**config.mk**
```make
export PLATFORM = sky130hd
export DESIGN_NAME = pws_cell
export DESIGN_NICKNAME = d
export VERILOG_FILES = /design/src/rtl/path_waypoint_search_core_macros.svh /design/src/rtl/pws_pkg.sv /design/src/rtl/pws_cell.sv
export SDC_FILE = /design/constraint.sdc
export NUM_CORES = 1
export LEC_CHECK = 0
export BUFFER_PORTS_ARGS = -buffer_cell sky130_fd_sc_hd__buf_2
export CAP_MARGIN = 0
export CORE_MARGIN = 5
export CORE_UTILIZATION = 37
export CTS_CLUSTER_DIAMETER = 100
export DETAILED_ROUTE_END_ITERATION = 12
export MAX_ROUTING_LAYER = met4
export PLACE_DENSITY_LB_ADDON = 0.2
export SYNTH_ARGS = -nofsm -noshare
export SYNTH_HDL_FRONTEND = slang
export SYNTH_SLANG_ARGS = --single-unit
```
**constraint.sdc**
```tcl
create_clock -name i_clk -period 1.79 [get_ports i_clk]
set_input_delay 0.4475 -clock i_clk [delete_from_list [all_inputs] [get_ports i_clk]]
set_output_delay 0.4475 -clock i_clk [all_outputs]
set_load 0.02 [all_outputs]
```
**src/rtl/path_waypoint_search_core_macros.svh**
```systemverilog
// assertion helpers for the path_waypoint_search_core rtl file
`ifndef PATH_WAYPOINT_SEARCH_CORE_MACROS_SVH
`define PATH_WAYPOINT_SEARCH_CORE_MACROS_SVH

// same-cycle implication, held off during reset
`define PWS_ASSERT_IMP(lbl, clk, rst_n, ante, cons) \
    lbl: assert property (@(posedge clk) disable iff (!rst_n) (ante) |-> (cons)) \
        else $error("pws check failed");

// next-cycle implication, held off during reset
`define PWS_ASSERT_NXT(lbl, clk, rst_n, ante, cons) \
    lbl: assert property (@(posedge clk) disable iff (!rst_n) (ante) |=> (cons)) \
        else $error("pws check failed");

`endif

```
**src/rtl/pws_pkg.sv**
```systemverilog
`default_nettype none
package pws_pkg;

    localparam int MAX_POINTS_DEF = 256;
    localparam int COORD_BITS_DEF = 16;
    localparam int LA_BITS        = 15;
    localparam int LA_SQ_BITS     = 2 * LA_BITS;
    localparam logic [7:0] MARGIN_RESET = 8'd5;

    typedef enum logic [1:0] {
        REQ_CLEAR  = 2'd0,
        REQ_APPEND = 2'd1,
        REQ_QUERY  = 2'd2,
        REQ_NONE   = 2'd3
    } t_req;

    typedef enum logic [1:0] {
        STAT_OK    = 2'd0,
        STAT_FULL  = 2'd1,
        STAT_EMPTY = 2'd2
    } t_status;

    typedef enum logic [1:0] {
        ST_IDLE,
        ST_SWEEP,
        ST_DRAIN,
        ST_FIN
    } t_state;

    // per-cell control: rotate from neighbor or load an appended point
    typedef struct packed {
        logic shift;
        logic load;
    } t_cell_ctl;

endpackage
`default_nettype wire

```
**src/rtl/pws_cell.sv**
```systemverilog
`default_nettype none
module pws_cell #(
    parameter int COORD_BITS = pws_pkg::COORD_BITS_DEF
) (
    input  wire                          i_clk,
    input  wire pws_pkg::t_cell_ctl      i_ctl,
    input  wire logic signed [COORD_BITS-1:0] i_shift_x,
    input  wire logic signed [COORD_BITS-1:0] i_shift_y,
    input  wire logic signed [COORD_BITS-1:0] i_load_x,
    input  wire logic signed [COORD_BITS-1:0] i_load_y,
    output logic signed [COORD_BITS-1:0] o_x,
    output logic signed [COORD_BITS-1:0] o_y
);

    logic signed [COORD_BITS-1:0] r_x, r_y;

    always_ff @(posedge i_clk) begin
        if (i_ctl.shift) begin
            r_x <= i_shift_x;
            r_y <= i_shift_y;
        end else if (i_ctl.load) begin
            r_x <= i_load_x;
            r_y <= i_load_y;
        end
    end

    assign o_x = r_x;
    assign o_y = r_y;

endmodule
`default_nettype wire

```
**After elaboration in Yosys (flattened, before gate mapping)**

Cells that the tools add are included.

- Input bits: 67
- Register bits after elaboration: 32
- Output and inout bits: 32
- Logic and storage cells: 7

- Reductions and logical operators: 1
- Multiplexer cells: 4

Operators by type and width:

| cell | count |
|---|---|
| 16-bit 2-to-1 mux | 4 |
| 2-bit nonzero test | 1 |

**Longest topological paths before layout**

- Word-level depth: 2
- Gate-level depth with buffers: 3
- Gate-level depth less buffers: 1

**Least setup slack after synthesis**

OpenSTA, ideal clock, no wires.

- Kind: input to register
- Start point: input port i_ctl[1] in the netlist's numbering
- End point: register r_x[0] (netlist: o_x[0]), enable pin
- Required time: 1.400 ns
- Path buffers: 2
- Setup time: 0.390 ns
- Arrival time: 1.470 ns
- Cell stages on the path: 3
- Slack: -0.070 ns
- Cells stage by stage: buf_6 -> buf_12 -> or2_1

- Longest elaborated chain between the ends: 1

RTL lines:

| what | RTL line | RTL |
|---|---|---|
| from (decl) | pws_cell.sv:6 | `input wire pws_pkg::t_cell_ctl i_ctl,` |
| 2-bit nonzero test (no source line) | n/a |  |
| to (signal assigned) | pws_cell.sv:19 | `r_x <= i_shift_x;` |
| to (signal assigned) | pws_cell.sv:22 | `r_x <= i_load_x;` |
| to (decl) | pws_cell.sv:15 | `logic signed [COORD_BITS-1:0] r_x, r_y;` |

No other way between the ends.
A chain may end at the register's enable or synchronous reset.

**Final worst setup path**

- Start point: register r_x[13] (netlist: o_x[13])
- End point: output port o_x[13]

RTL lines:

| what | RTL line | RTL |
|---|---|---|
| to (decl) | pws_cell.sv:11 | `output logic signed [COORD_BITS-1:0] o_x,` |

No word-level cell between the ends.

==> metrics.yaml <==
max_freq_mhz: 787.6
synth_cells: 69
status: "finished, final reports clean"
design_area_mm2: 0.002073
cp_slowest_stage_delay_ns: 0.38
ir_drop_mv: 0.3624
grt_pass1_vias: 1058
dpl-instance-area_mm2: 0.002004
grt.total_usage: 0.1258
cp_top_family: "flip-flops"
firstDrtPassIters: 2
path_class: "reg -> out"
ant_nets: 0
avgSynthCellArea_um2: 21.85
grt_max_degree: 33
ys_seq_area_frac: 0.6373
synth.area.top_cells: "edfxtp_1, mux2_4, buf_12"
hpwl_um: 2568
placementRows: 23
port_buffers: 98
critPathMaxFanout: 1
tns_ns: 0
cp_slowest_cell: "edfxtp_1"
vias: 959
cts_made_buffers: 5
yosysMostFrequentCell: "edfxtp_1"
grt-ovfl-total: 0
power_density_mw_per_mm2: 868.1
ys.warnings.count: 0
slew_viol_final: 0
area.growth.synth_to_final_pct: 37.51
hold_viol_final: 0
die_area_mm2: 0.005452
p_leak_nw: 1.009
use_met3: 0.04651
die_w_um: 73.84
setup_viol: 0
cp.required_ns: 1.34
fp.dieH_um: 73.84
hp-class: "in -> reg"
root_buffer: "clkbuf_8"
postSynth.asyncResetShare: 0
clkTransAtPathRegs_ns: 0.06
max-slew-margin-rel: 0.4927
yosysUniqueCellTypes: 6
drc: 0
fin_crit_ns: 1.270
avgViaCountPerCell: 4.359
grt_setup_unrepaired: "no"
crit_chain: "buf_2"
synth_common_cells: "edfxtp_1, mux2_4, buf_12, mux2_2"
ys.flop_type: "edfxtp_1"
grt_use_met1: 0.1329
worstPathArrival_ns: 0.82
post_drt_wl_per_cell_um: 14.95
ctsResizeCount: 0
grt_pass1_wl_um: 4850
floorplan.initialDensity: 0.3796
antenna_found_initial: 0
synth.top_cell.area_share: 0.6373
clockBufferDepth: 2
cts_tree: "done"
critPathBufInv: 1
yosysTopAreaCell: "edfxtp_1"
finalCritPeriodShare: 0.7093
pin_count: 99
end_kind: "output pin"
cts_sinks: 32
synth_edf_count: 32
postCtsSetupRepairBufs: 0
maxCapViolCount: 0
ys_ff_latch: 32
startpoint_type: "flop"
n_antenna_cell: 0
synth_area_mm2: 0.001508
grt.busiest_layer: "met2"
drt_wl_total_um: 3288
hold_buffers: 0
drt-initial-drc-count: 57
gp_congestion: 0.7850
clock_tree.htree_level_count: 2
core-area_mm2: 0.003971
nets: 239
syn_nets: 136
tightest_slew_ns: 0.7610
final_layout_size_suffix_gt1_frac: 0.8118
grtUsageMet2: 0.2126
==> area by class of cell <==
type	count	area [µm²]
Fill cell	353	1898
Sequential cell	32	960.9
Timing Repair Buffer	100	505.5
Multi-Input combinational cell	33	475.5
Clock buffer	5	68.82
Tap cell	50	62.56
==> cells by family (layout without fill, tap and decap cells) <==
family | after synthesis | after routing | synth area share
simple gates | 1 | 1 | 0.004152
buf+inv | 4 | 105 | 0.04730
flops | 32 | 32 | 0.6373
mux | 32 | 32 | 0.3112
==> where the power goes <==
group / switching, mW / internal [mW]
sequential: 0.0178 / 0.921
clock: 0.222 / 0.250
combinational: 0.202 / 0.187
==> worst paths after layout <==
check / from / to / slack (ns) / cells after the start
hold / removal: i_shift_y[7] / o_y[7] / 0.47 / 2
setup / recovery: o_x[13] / o_x[13] / 0.52 / 1
==> registers in the layout, summed over array words and instances, names as in the netlist <==
name,cells
o_x,16
o_y,16
==> metal layers <==
layer,wire length [µm],vias up,part of all wire
met2,1714,56,0.52
met5,0,-,0
li1,-,471,-
met4,44,0,0.013
met1,1160,428,0.35
met3,368,4,0.11
==> layout by cell type (no fill, tap or decap) <==
| cell | instances |
|---|---|
| mux2_2 | 3 |
| buf_2 | 98 |
| or2_2 | 1 |
| buf_4 | 2 |
| edfxtp_1 | 32 |
| mux2_4 | 29 |
| clkbuf_8 | 5 |
==> stage by stage <==
step | utilization | total power, mW | hold slack [ns] | instances | setup WS, ns
2_1_floorplan | - | 1.201 | 0.6650 | 69 | 0.2288
3_3_place_gp | 0.5047 | 1.341 | 0.7476 | 215 | 0.2687
3_5_place_dp | 0.5047 | 1.350 | 0.7515 | 215 | 0.2172
4_1_cts | 0.5221 | 1.828 | 0.4647 | 220 | 0.5005
5_1_grt | 0.5221 | 1.883 | 0.4586 | 220 | 0.4523
6_report | 0.5221 | 1.800 | 0.4735 | 220 | 0.5204
No activity file was read; power rests on OpenSTA's default activity.
