===== config.mk =====
export PLATFORM = sky130hd
export DESIGN_NAME = pws_dist
export DESIGN_NICKNAME = d
export VERILOG_FILES = /design/src/rtl/path_waypoint_search_core_macros.svh /design/src/rtl/pws_pkg.sv /design/src/rtl/pws_dist.sv
export SDC_FILE = /design/constraint.sdc
export NUM_CORES = 2
export LEC_CHECK = 0
export ABC_AREA = 0
export BUFFER_PORTS_ARGS = -buffer_cell sky130_fd_sc_hd__buf_2
export CORE_MARGIN = 4
export CORE_UTILIZATION = 55
export CTS_CLUSTER_SIZE = 40
export DETAILED_ROUTE_END_ITERATION = 16
export GPL_TIMING_DRIVEN = 0
export PLACE_DENSITY = 0.78
export SLEW_MARGIN = 25
export SYNTH_ARGS = -nofsm -noshare
export SYNTH_HDL_FRONTEND = slang
export SYNTH_SLANG_ARGS = --single-unit

===== constraint.sdc =====
create_clock -name i_clk -period 11 [get_ports i_clk]
set_input_delay 0.55 -clock i_clk [delete_from_list [all_inputs] [get_ports i_clk]]
set_output_delay 0.55 -clock i_clk [all_outputs]
set_load 0.05 [all_outputs]

===== src/rtl/path_waypoint_search_core_macros.svh =====
// assertion helpers for the path_waypoint_search_core rtl file
`ifndef PATH_WAYPOINT_SEARCH_CORE_MACROS_SVH
`define PATH_WAYPOINT_SEARCH_CORE_MACROS_SVH

// same-cycle implication, held off during reset
`define PWS_ASSERT_IMP(lbl, clk, rst_n, ante, cons) \
    lbl: assert property (@(posedge clk) disable iff (!rst_n) (ante) |-> (cons)) \
        else $error("pws check failed");

// next-cycle implication, held off during reset
`define PWS_ASSERT_NXT(lbl, clk, rst_n, ante, cons) \
    lbl: assert property (@(posedge clk) disable iff (!rst_n) (ante) |=> (cons)) \
        else $error("pws check failed");

`endif


===== src/rtl/pws_pkg.sv =====
`default_nettype none
package pws_pkg;

    localparam int MAX_POINTS_DEF = 256;
    localparam int COORD_BITS_DEF = 16;
    localparam int LA_BITS        = 15;
    localparam int LA_SQ_BITS     = 2 * LA_BITS;
    localparam logic [7:0] MARGIN_RESET = 8'd5;

    typedef enum logic [1:0] {
        REQ_CLEAR  = 2'd0,
        REQ_APPEND = 2'd1,
        REQ_QUERY  = 2'd2,
        REQ_NONE   = 2'd3
    } t_req;

    typedef enum logic [1:0] {
        STAT_OK    = 2'd0,
        STAT_FULL  = 2'd1,
        STAT_EMPTY = 2'd2
    } t_status;

    typedef enum logic [1:0] {
        ST_IDLE,
        ST_SWEEP,
        ST_DRAIN,
        ST_FIN
    } t_state;

    // per-cell control: rotate from neighbor or load an appended point
    typedef struct packed {
        logic shift;
        logic load;
    } t_cell_ctl;

endpackage
`default_nettype wire


===== src/rtl/pws_dist.sv =====
`default_nettype none
module pws_dist #(
    parameter int COORD_BITS = pws_pkg::COORD_BITS_DEF,
    parameter int IDX_BITS   = 8
) (
    input  wire                          i_clk,
    input  wire                          i_rst_n,
    input  wire                          i_valid,
    input  wire logic [IDX_BITS-1:0]     i_idx,
    input  wire logic signed [COORD_BITS-1:0] i_way_x,
    input  wire logic signed [COORD_BITS-1:0] i_way_y,
    input  wire logic signed [COORD_BITS-1:0] i_rob_x,
    input  wire logic signed [COORD_BITS-1:0] i_rob_y,
    output logic                         o_valid,
    output logic [IDX_BITS-1:0]          o_idx,
    output logic signed [COORD_BITS-1:0] o_x,
    output logic signed [COORD_BITS-1:0] o_y,
    output logic [2*COORD_BITS:0]        o_dist,
    output logic                         o_busy
);

    localparam int C = COORD_BITS;

    logic [2:0] r_v;
    logic [IDX_BITS-1:0] r_idx [3];
    logic signed [C-1:0] r_x [3];
    logic signed [C-1:0] r_y [3];
    logic signed [C:0] r_dx, r_dy;
    logic [2*C-1:0] r_sqx, r_sqy;
    logic [2*C:0] r_sum;
    logic signed [2*C+1:0] px, py;

    assign px = r_dx * r_dx;
    assign py = r_dy * r_dy;

    always_ff @(posedge i_clk) begin
        if (!i_rst_n) begin
            r_v <= '0;
        end else begin
            r_v <= {r_v[1:0], i_valid};
        end
    end

    always_ff @(posedge i_clk) begin
        // stage 1: differences
        r_dx     <= (C+1)'(i_rob_x) - (C+1)'(i_way_x);
        r_dy     <= (C+1)'(i_rob_y) - (C+1)'(i_way_y);
        r_idx[0] <= i_idx;
        r_x[0]   <= i_way_x;
        r_y[0]   <= i_way_y;
        // stage 2: squares
        r_sqx    <= px[2*C-1:0];
        r_sqy    <= py[2*C-1:0];
        r_idx[1] <= r_idx[0];
        r_x[1]   <= r_x[0];
        r_y[1]   <= r_y[0];
        // stage 3: sum
        r_sum    <= (2*C+1)'(r_sqx) + (2*C+1)'(r_sqy);
        r_idx[2] <= r_idx[1];
        r_x[2]   <= r_x[1];
        r_y[2]   <= r_y[1];
    end

    assign o_valid = r_v[2];
    assign o_idx   = r_idx[2];
    assign o_x     = r_x[2];
    assign o_y     = r_y[2];
    assign o_dist  = r_sum;
    assign o_busy  = |r_v;

endmodule
`default_nettype wire


# After elaboration in Yosys (flattened, before gate mapping)
# Memory sizes are Yosys's and may differ from the RTL's.
# Index checks and enable logic that the tools add are counted.
op_classes:
  add_sub_neg: 3
  mul: 2
  n_reduce_logical: 1
op_table:
  columns: ["op", "count"]
  rows:
  - ["17-bit by 17-bit multiplier with 32-bit output", 2]
  - ["16-bit by 16-bit subtractor with 17-bit output", 2]
  - ["32-bit by 32-bit adder with 33-bit output", 1]
  - ["3-bit OR reduction", 1]
word_totals:
  register_bits: 134
  ramBits: 120
  output_inout_bits: 75
  elab_cells: 15
  memories: 3
mem_list:
  columns: ["name", "words", "width", "read_ports", "rd_ports_with_merged_regs", "wr", "line", "source"]
  rows:
  - ["r_x", 3, 16, 3, 0, 3, "pws_dist.sv:26", "logic signed [C-1:0] r_x [3];"]
  - ["r_y", 3, 16, 3, 0, 3, "pws_dist.sv:27", "logic signed [C-1:0] r_y [3];"]
  - ["r_idx", 3, 8, 3, 0, 3, "pws_dist.sv:25", "logic [IDX_BITS-1:0] r_idx [3];"]

# Longest topological paths before layout
logic_depth:
  word_depth: 1
  depth_mapped: 25

# Worst setup path after synthesis
# Ideal clock, no wire load.
synth_path:
  path_type: "register to register"
  startpoint: "reg r_dx[5]"
  endpoint: "reg r_sqx[30]"
  setup_time_ps: 72
  arrival_time_ps: 6210
  path_slack_ps: 4718
  stages_incl_launch_ff: 24
  cell_sequence: "dfxtp_1 -> clkbuf_1 -> clkbuf_1 -> nand2_1 -> fa_1 -> fa_1 -> fa_1 -> inv_1 -> fa_1 -> fa_1 -> inv_1 -> fa_1 -> inv_1 -> ha_1 -> and2_4 -> buf_6 -> a221oi_1 -> o21ai_1 -> a221o_1 -> o41ai_4 -> o211ai_2 -> a31o_1 -> a21oi_2 -> xnor2_1"
synth_via:
  elab_chain_cells: 1
synth_lines:
  columns: ["element", "line", "source"]
  rows:
  - ["start, declared", "pws_dist.sv:28", "logic signed [C:0] r_dx, r_dy;"]
  - ["start signal, assigned", "pws_dist.sv:46", "r_dx <= (C+1)'(i_rob_x) - (C+1)'(i_way_x);"]
  - ["17-bit by 17-bit multiplier with 32-bit output", "pws_dist.sv:33", "assign px = r_dx * r_dx;"]
  - ["named net px[30]", "pws_dist.sv:31", "logic signed [2*C+1:0] px, py;"]
  - ["end signal, assigned", "pws_dist.sv:52", "r_sqx <= px[2*C-1:0];"]
  - ["end, declared", "pws_dist.sv:29", "logic [2*C-1:0] r_sqx, r_sqy;"]
# The timed path passes the listed nets, and every way through them passes these cells.
# A chain may end at the register's enable or synchronous reset.

# Worst setup path in the final report
layout_path:
  startpoint: "reg r_dy[5]"
  endpoint: "reg r_sqy[25]"
layout_via:
  elab_chain_cells: 1
layout_lines:
  columns: ["element", "line", "source"]
  rows:
  - ["start, declared", "pws_dist.sv:28", null]
  - ["start signal, assigned", "pws_dist.sv:47", "r_dy <= (C+1)'(i_rob_y) - (C+1)'(i_way_y);"]
  - ["17-bit by 17-bit multiplier with 32-bit output", "pws_dist.sv:34", "assign py = r_dy * r_dy;"]
  - ["named net py[25]", "pws_dist.sv:31", null]
  - ["end signal, assigned", "pws_dist.sv:53", "r_sqy <= py[2*C-1:0];"]
  - ["end, declared", "pws_dist.sv:29", null]
# The timed path passes the listed nets, and every way through them passes these cells.

==> results.md <==
- Final Hold Vio Count: 0
- Final slew viol count: 0
- Worst R2R Start: r_dy[5]$_DFF_P_
- Least-Margin Pin Slew: 791 ps
- Netlist cell types: 62
- CP arrival: 8060 ps
- Clk buf depth: 3
- DIE HEIGHT: 229 um
- Worst hold path startpoint: i_idx[5]
- Fin crit share: 69.4%
- Initial antenna violation count: 0
- Crit path launch type: register
- Post-synth ARST share: 0%
- Vias: 18303
- Status: completed
- Fin crit period: 7630 ps
- Main synth FF type: dfxtp_1
- Detailed-route wire length per cell: 16.7 um
- CTS Buf Count: 28
- Core Rows: 80
- Clock transition at path regs: 60 ps
- Port bufs: 149
- Setup TNS: 0 ps
- Avg Cell Area, Syn: 9.86 sq um
- Max-cap viol count: 0
- Clk_lat worst skew: 570 ps
- Critical Path RT: 11430 ps
- Max Fclk: 131 MHz
- Worst Clk Skew: 16.0 ps
- Number of synthesized flops with an enable pin: 0
- Max FO, Critical Path: 10
- Reg2Reg Depth: 22
- Post-Syn Area: 26800 sq um
- Fill cells: 3890
- Multi-input logic area: 18600 sq um
- Synth area leader: fa_1
- # Post-CTS Setup Buffers: 0
- Reg area: 5040 sq um
- Resize count post-CTS: 0
- Iteration-0 DRC Markers: 934
- Yosys Warn Count: 0
- Syn Inst Count: 2720
- Setup CP Type: register to register
- Clk sinks: 252
- Net count, final: 3716
- Dominant cells by area after synthesis: fa_1 (38%), dfxtp_1 (19%), ha_1 (11%), inv_1 (10%), xnor2_1 (3.5%)
- GRT Total Usage: 23.5%
- CP Buf/Inv Count: 7
- First-pass GRT wire length: 100000 um
- Clock root cell: clkbuf_16
- Post-synth top area share: 38.3%
- Critical path's slowest cell: o31ai_1
- Largest net degree at the start of global routing: 15
- Crit-path most repeated cell: fa_1
- Non-filler cells in the finished layout: 3536
- Initial Utilization: 56.0%
- Vias/cell: 5.18
- Num ports: 150
- Die Span X: 229 um
- Slew margin rel.: 46.8%
- Area Overhead vs Synth: 9.44%
- Cell count after placement: 3484
- Share of cells above drive strength 1: 9.04%
- RR Endpoint: r_sqy[25]$_DFF_P_
- # DRC: 0
- DRT antenna net count: 0
- Crit-path leading delay family: adder cells
- Final-report setup violation count: 0
- Slowest Stage Delay on Critical Path: 710 ps
- RD Place Congestion: 0.941
- Hold Crit Class: input port to register
- Crit-path cells: clkbuf_1 -> clkbuf_1 -> nand2_1 -> fa_1 -> inv_1 -> fa_1 -> inv_1 -> fa_1 -> inv_1 -> fa_1 -> fa_1 -> inv_1 -> fa_1 -> inv_1 -> ha_1 -> o21a_1 -> o21ai_0 -> o31ai_1 -> a211oi_2 -> o21ai_0 -> nand2_1 -> o311ai_0
- Count leader, synth: inv_1
- H-tree Lvls: 1
- Internal reg-to-reg setup slack: 3370 ps
- Synth cell count leaders: inv_1 (729), fa_1 (514), dfxtp_1 (252)
- Flops & latches, synth: 252
- Vias in the first global route: 20671
- Fin area: 29400 sq um
- Syn Nets: 3537
- Pre-Repair DR Iteration Count: 5
- Hold path cells: 1
- CP Capture Type: register
- RSZ-0062 raised after global routing: no
- Hold Path End: r_idx[0][5]$_DFF_P_
- TritonCTS clock tree: done
- Sequential fraction of the synthesis area: 18.8%
- Post-detail-place hpwl: 49600 um
- Hold buffer count at CTS: 0
- Core Region: 47900 sq um
- Overflow after GRT: 0
- Total wire length: 59100 um
- Die ar.: 52400 sq um
- Dpl cell area: 28300 sq um
[worst max path at each step]
stage	slack (ps)	depth (start not counted)	startpoint	end
2_1_floorplan	4720	23	r_dx[5]$_DFF_P_	r_sqx[30]$_DFF_P_
4_1_cts	3400	24	r_dx[16]$_DFF_P_	r_sqx[31]$_DFF_P_
3_3_place_gp	3650	23	r_dx[2]$_DFF_P_	r_sqx[30]$_DFF_P_
5_1_grt	2910	24	r_dx[16]$_DFF_P_	r_sqx[31]$_DFF_P_
6_report	3370	22	r_dy[5]$_DFF_P_	r_sqy[25]$_DFF_P_
3_5_place_dp	3460	24	r_dx[16]$_DFF_P_	r_sqx[31]$_DFF_P_
[logic make-up (layout without fill, tap and decap cells)]
| family | after synthesis | in the layout | synth area share [%] |
|---|---|---|---|
| buf+inv | 819 | 1019 | 12.0 |
| fa+ha+maj | 742 | 742 | 49.0 |
| simple gates | 531 | 531 | 9.56 |
| flops | 252 | 252 | 18.8 |
| compound gates | 241 | 241 | 6.18 |
| xor+xnor | 132 | 132 | 4.31 |
| mux | 3 | 3 | 0.121 |
| other cells | 0 | 1 | 0 |
[placed cells by master, fill, tap and decap left out, drive strengths merged, types with 5 or more instances in the layout]
cell type	count
nor2b	33
o21bai	5
nor2	96
inv	732
or3	7
nor3	22
fa	514
xor2	24
a21boi	6
nand2	192
a31oi	9
buf	190
a21o	32
nand2b	21
o211ai	10
nand4	5
o31ai	5
o21a	15
dfxtp	252
clkinv	5
o21ai	38
clkbuf	86
a21oi	69
bufinv	5
a211o	6
and2	118
a31o	6
ha	228
or2	8
a211oi	12
and3	9
xnor2	108
nand3	15
[cell type report]
type | count | share of cell area [%]
flip-flops and latches | 252 | 17.2
clock inverters | 14 | 0.750
plain buffers | 90 | 1.69
well taps | 615 | 2.62
inverters | 729 | 9.32
multi-input cells | 1649 | 63.2
repair buffers | 149 | 2.54
diodes | 1 | 0.00852
clock buffers | 37 | 2.71
[flip-flops by register name, summed over array words and instances (netlist names)]
name	flops
r_sqx	31
r_sqy	31
o_dist	33
r_x	48
r_v	3
r_y	48
r_idx	24
r_dy	17
r_dx	17
[routing by layer]
layer	share of wire [%]	global-route usage, %	vias up
met3	5.6	3.13	114
li1	-	-	8422
met4	3.2	6.96	0
met5	0	0	-
met2	50	41.4	502
met1	41	30.4	9265
[through the flow]
step	hold slack, ps	setup slack, ps	util [%]
floorplan	310	4720	-
global placement	310	3650	59.1
detailed placement	312	3460	59.1
CTS	58.1	3400	61.2
global route	63.3	2910	61.2
finish	87.6	3370	61.2
Power is not shown: default switching activity piles up to over one toggle a cycle in this logic, so the estimate is an artifact.
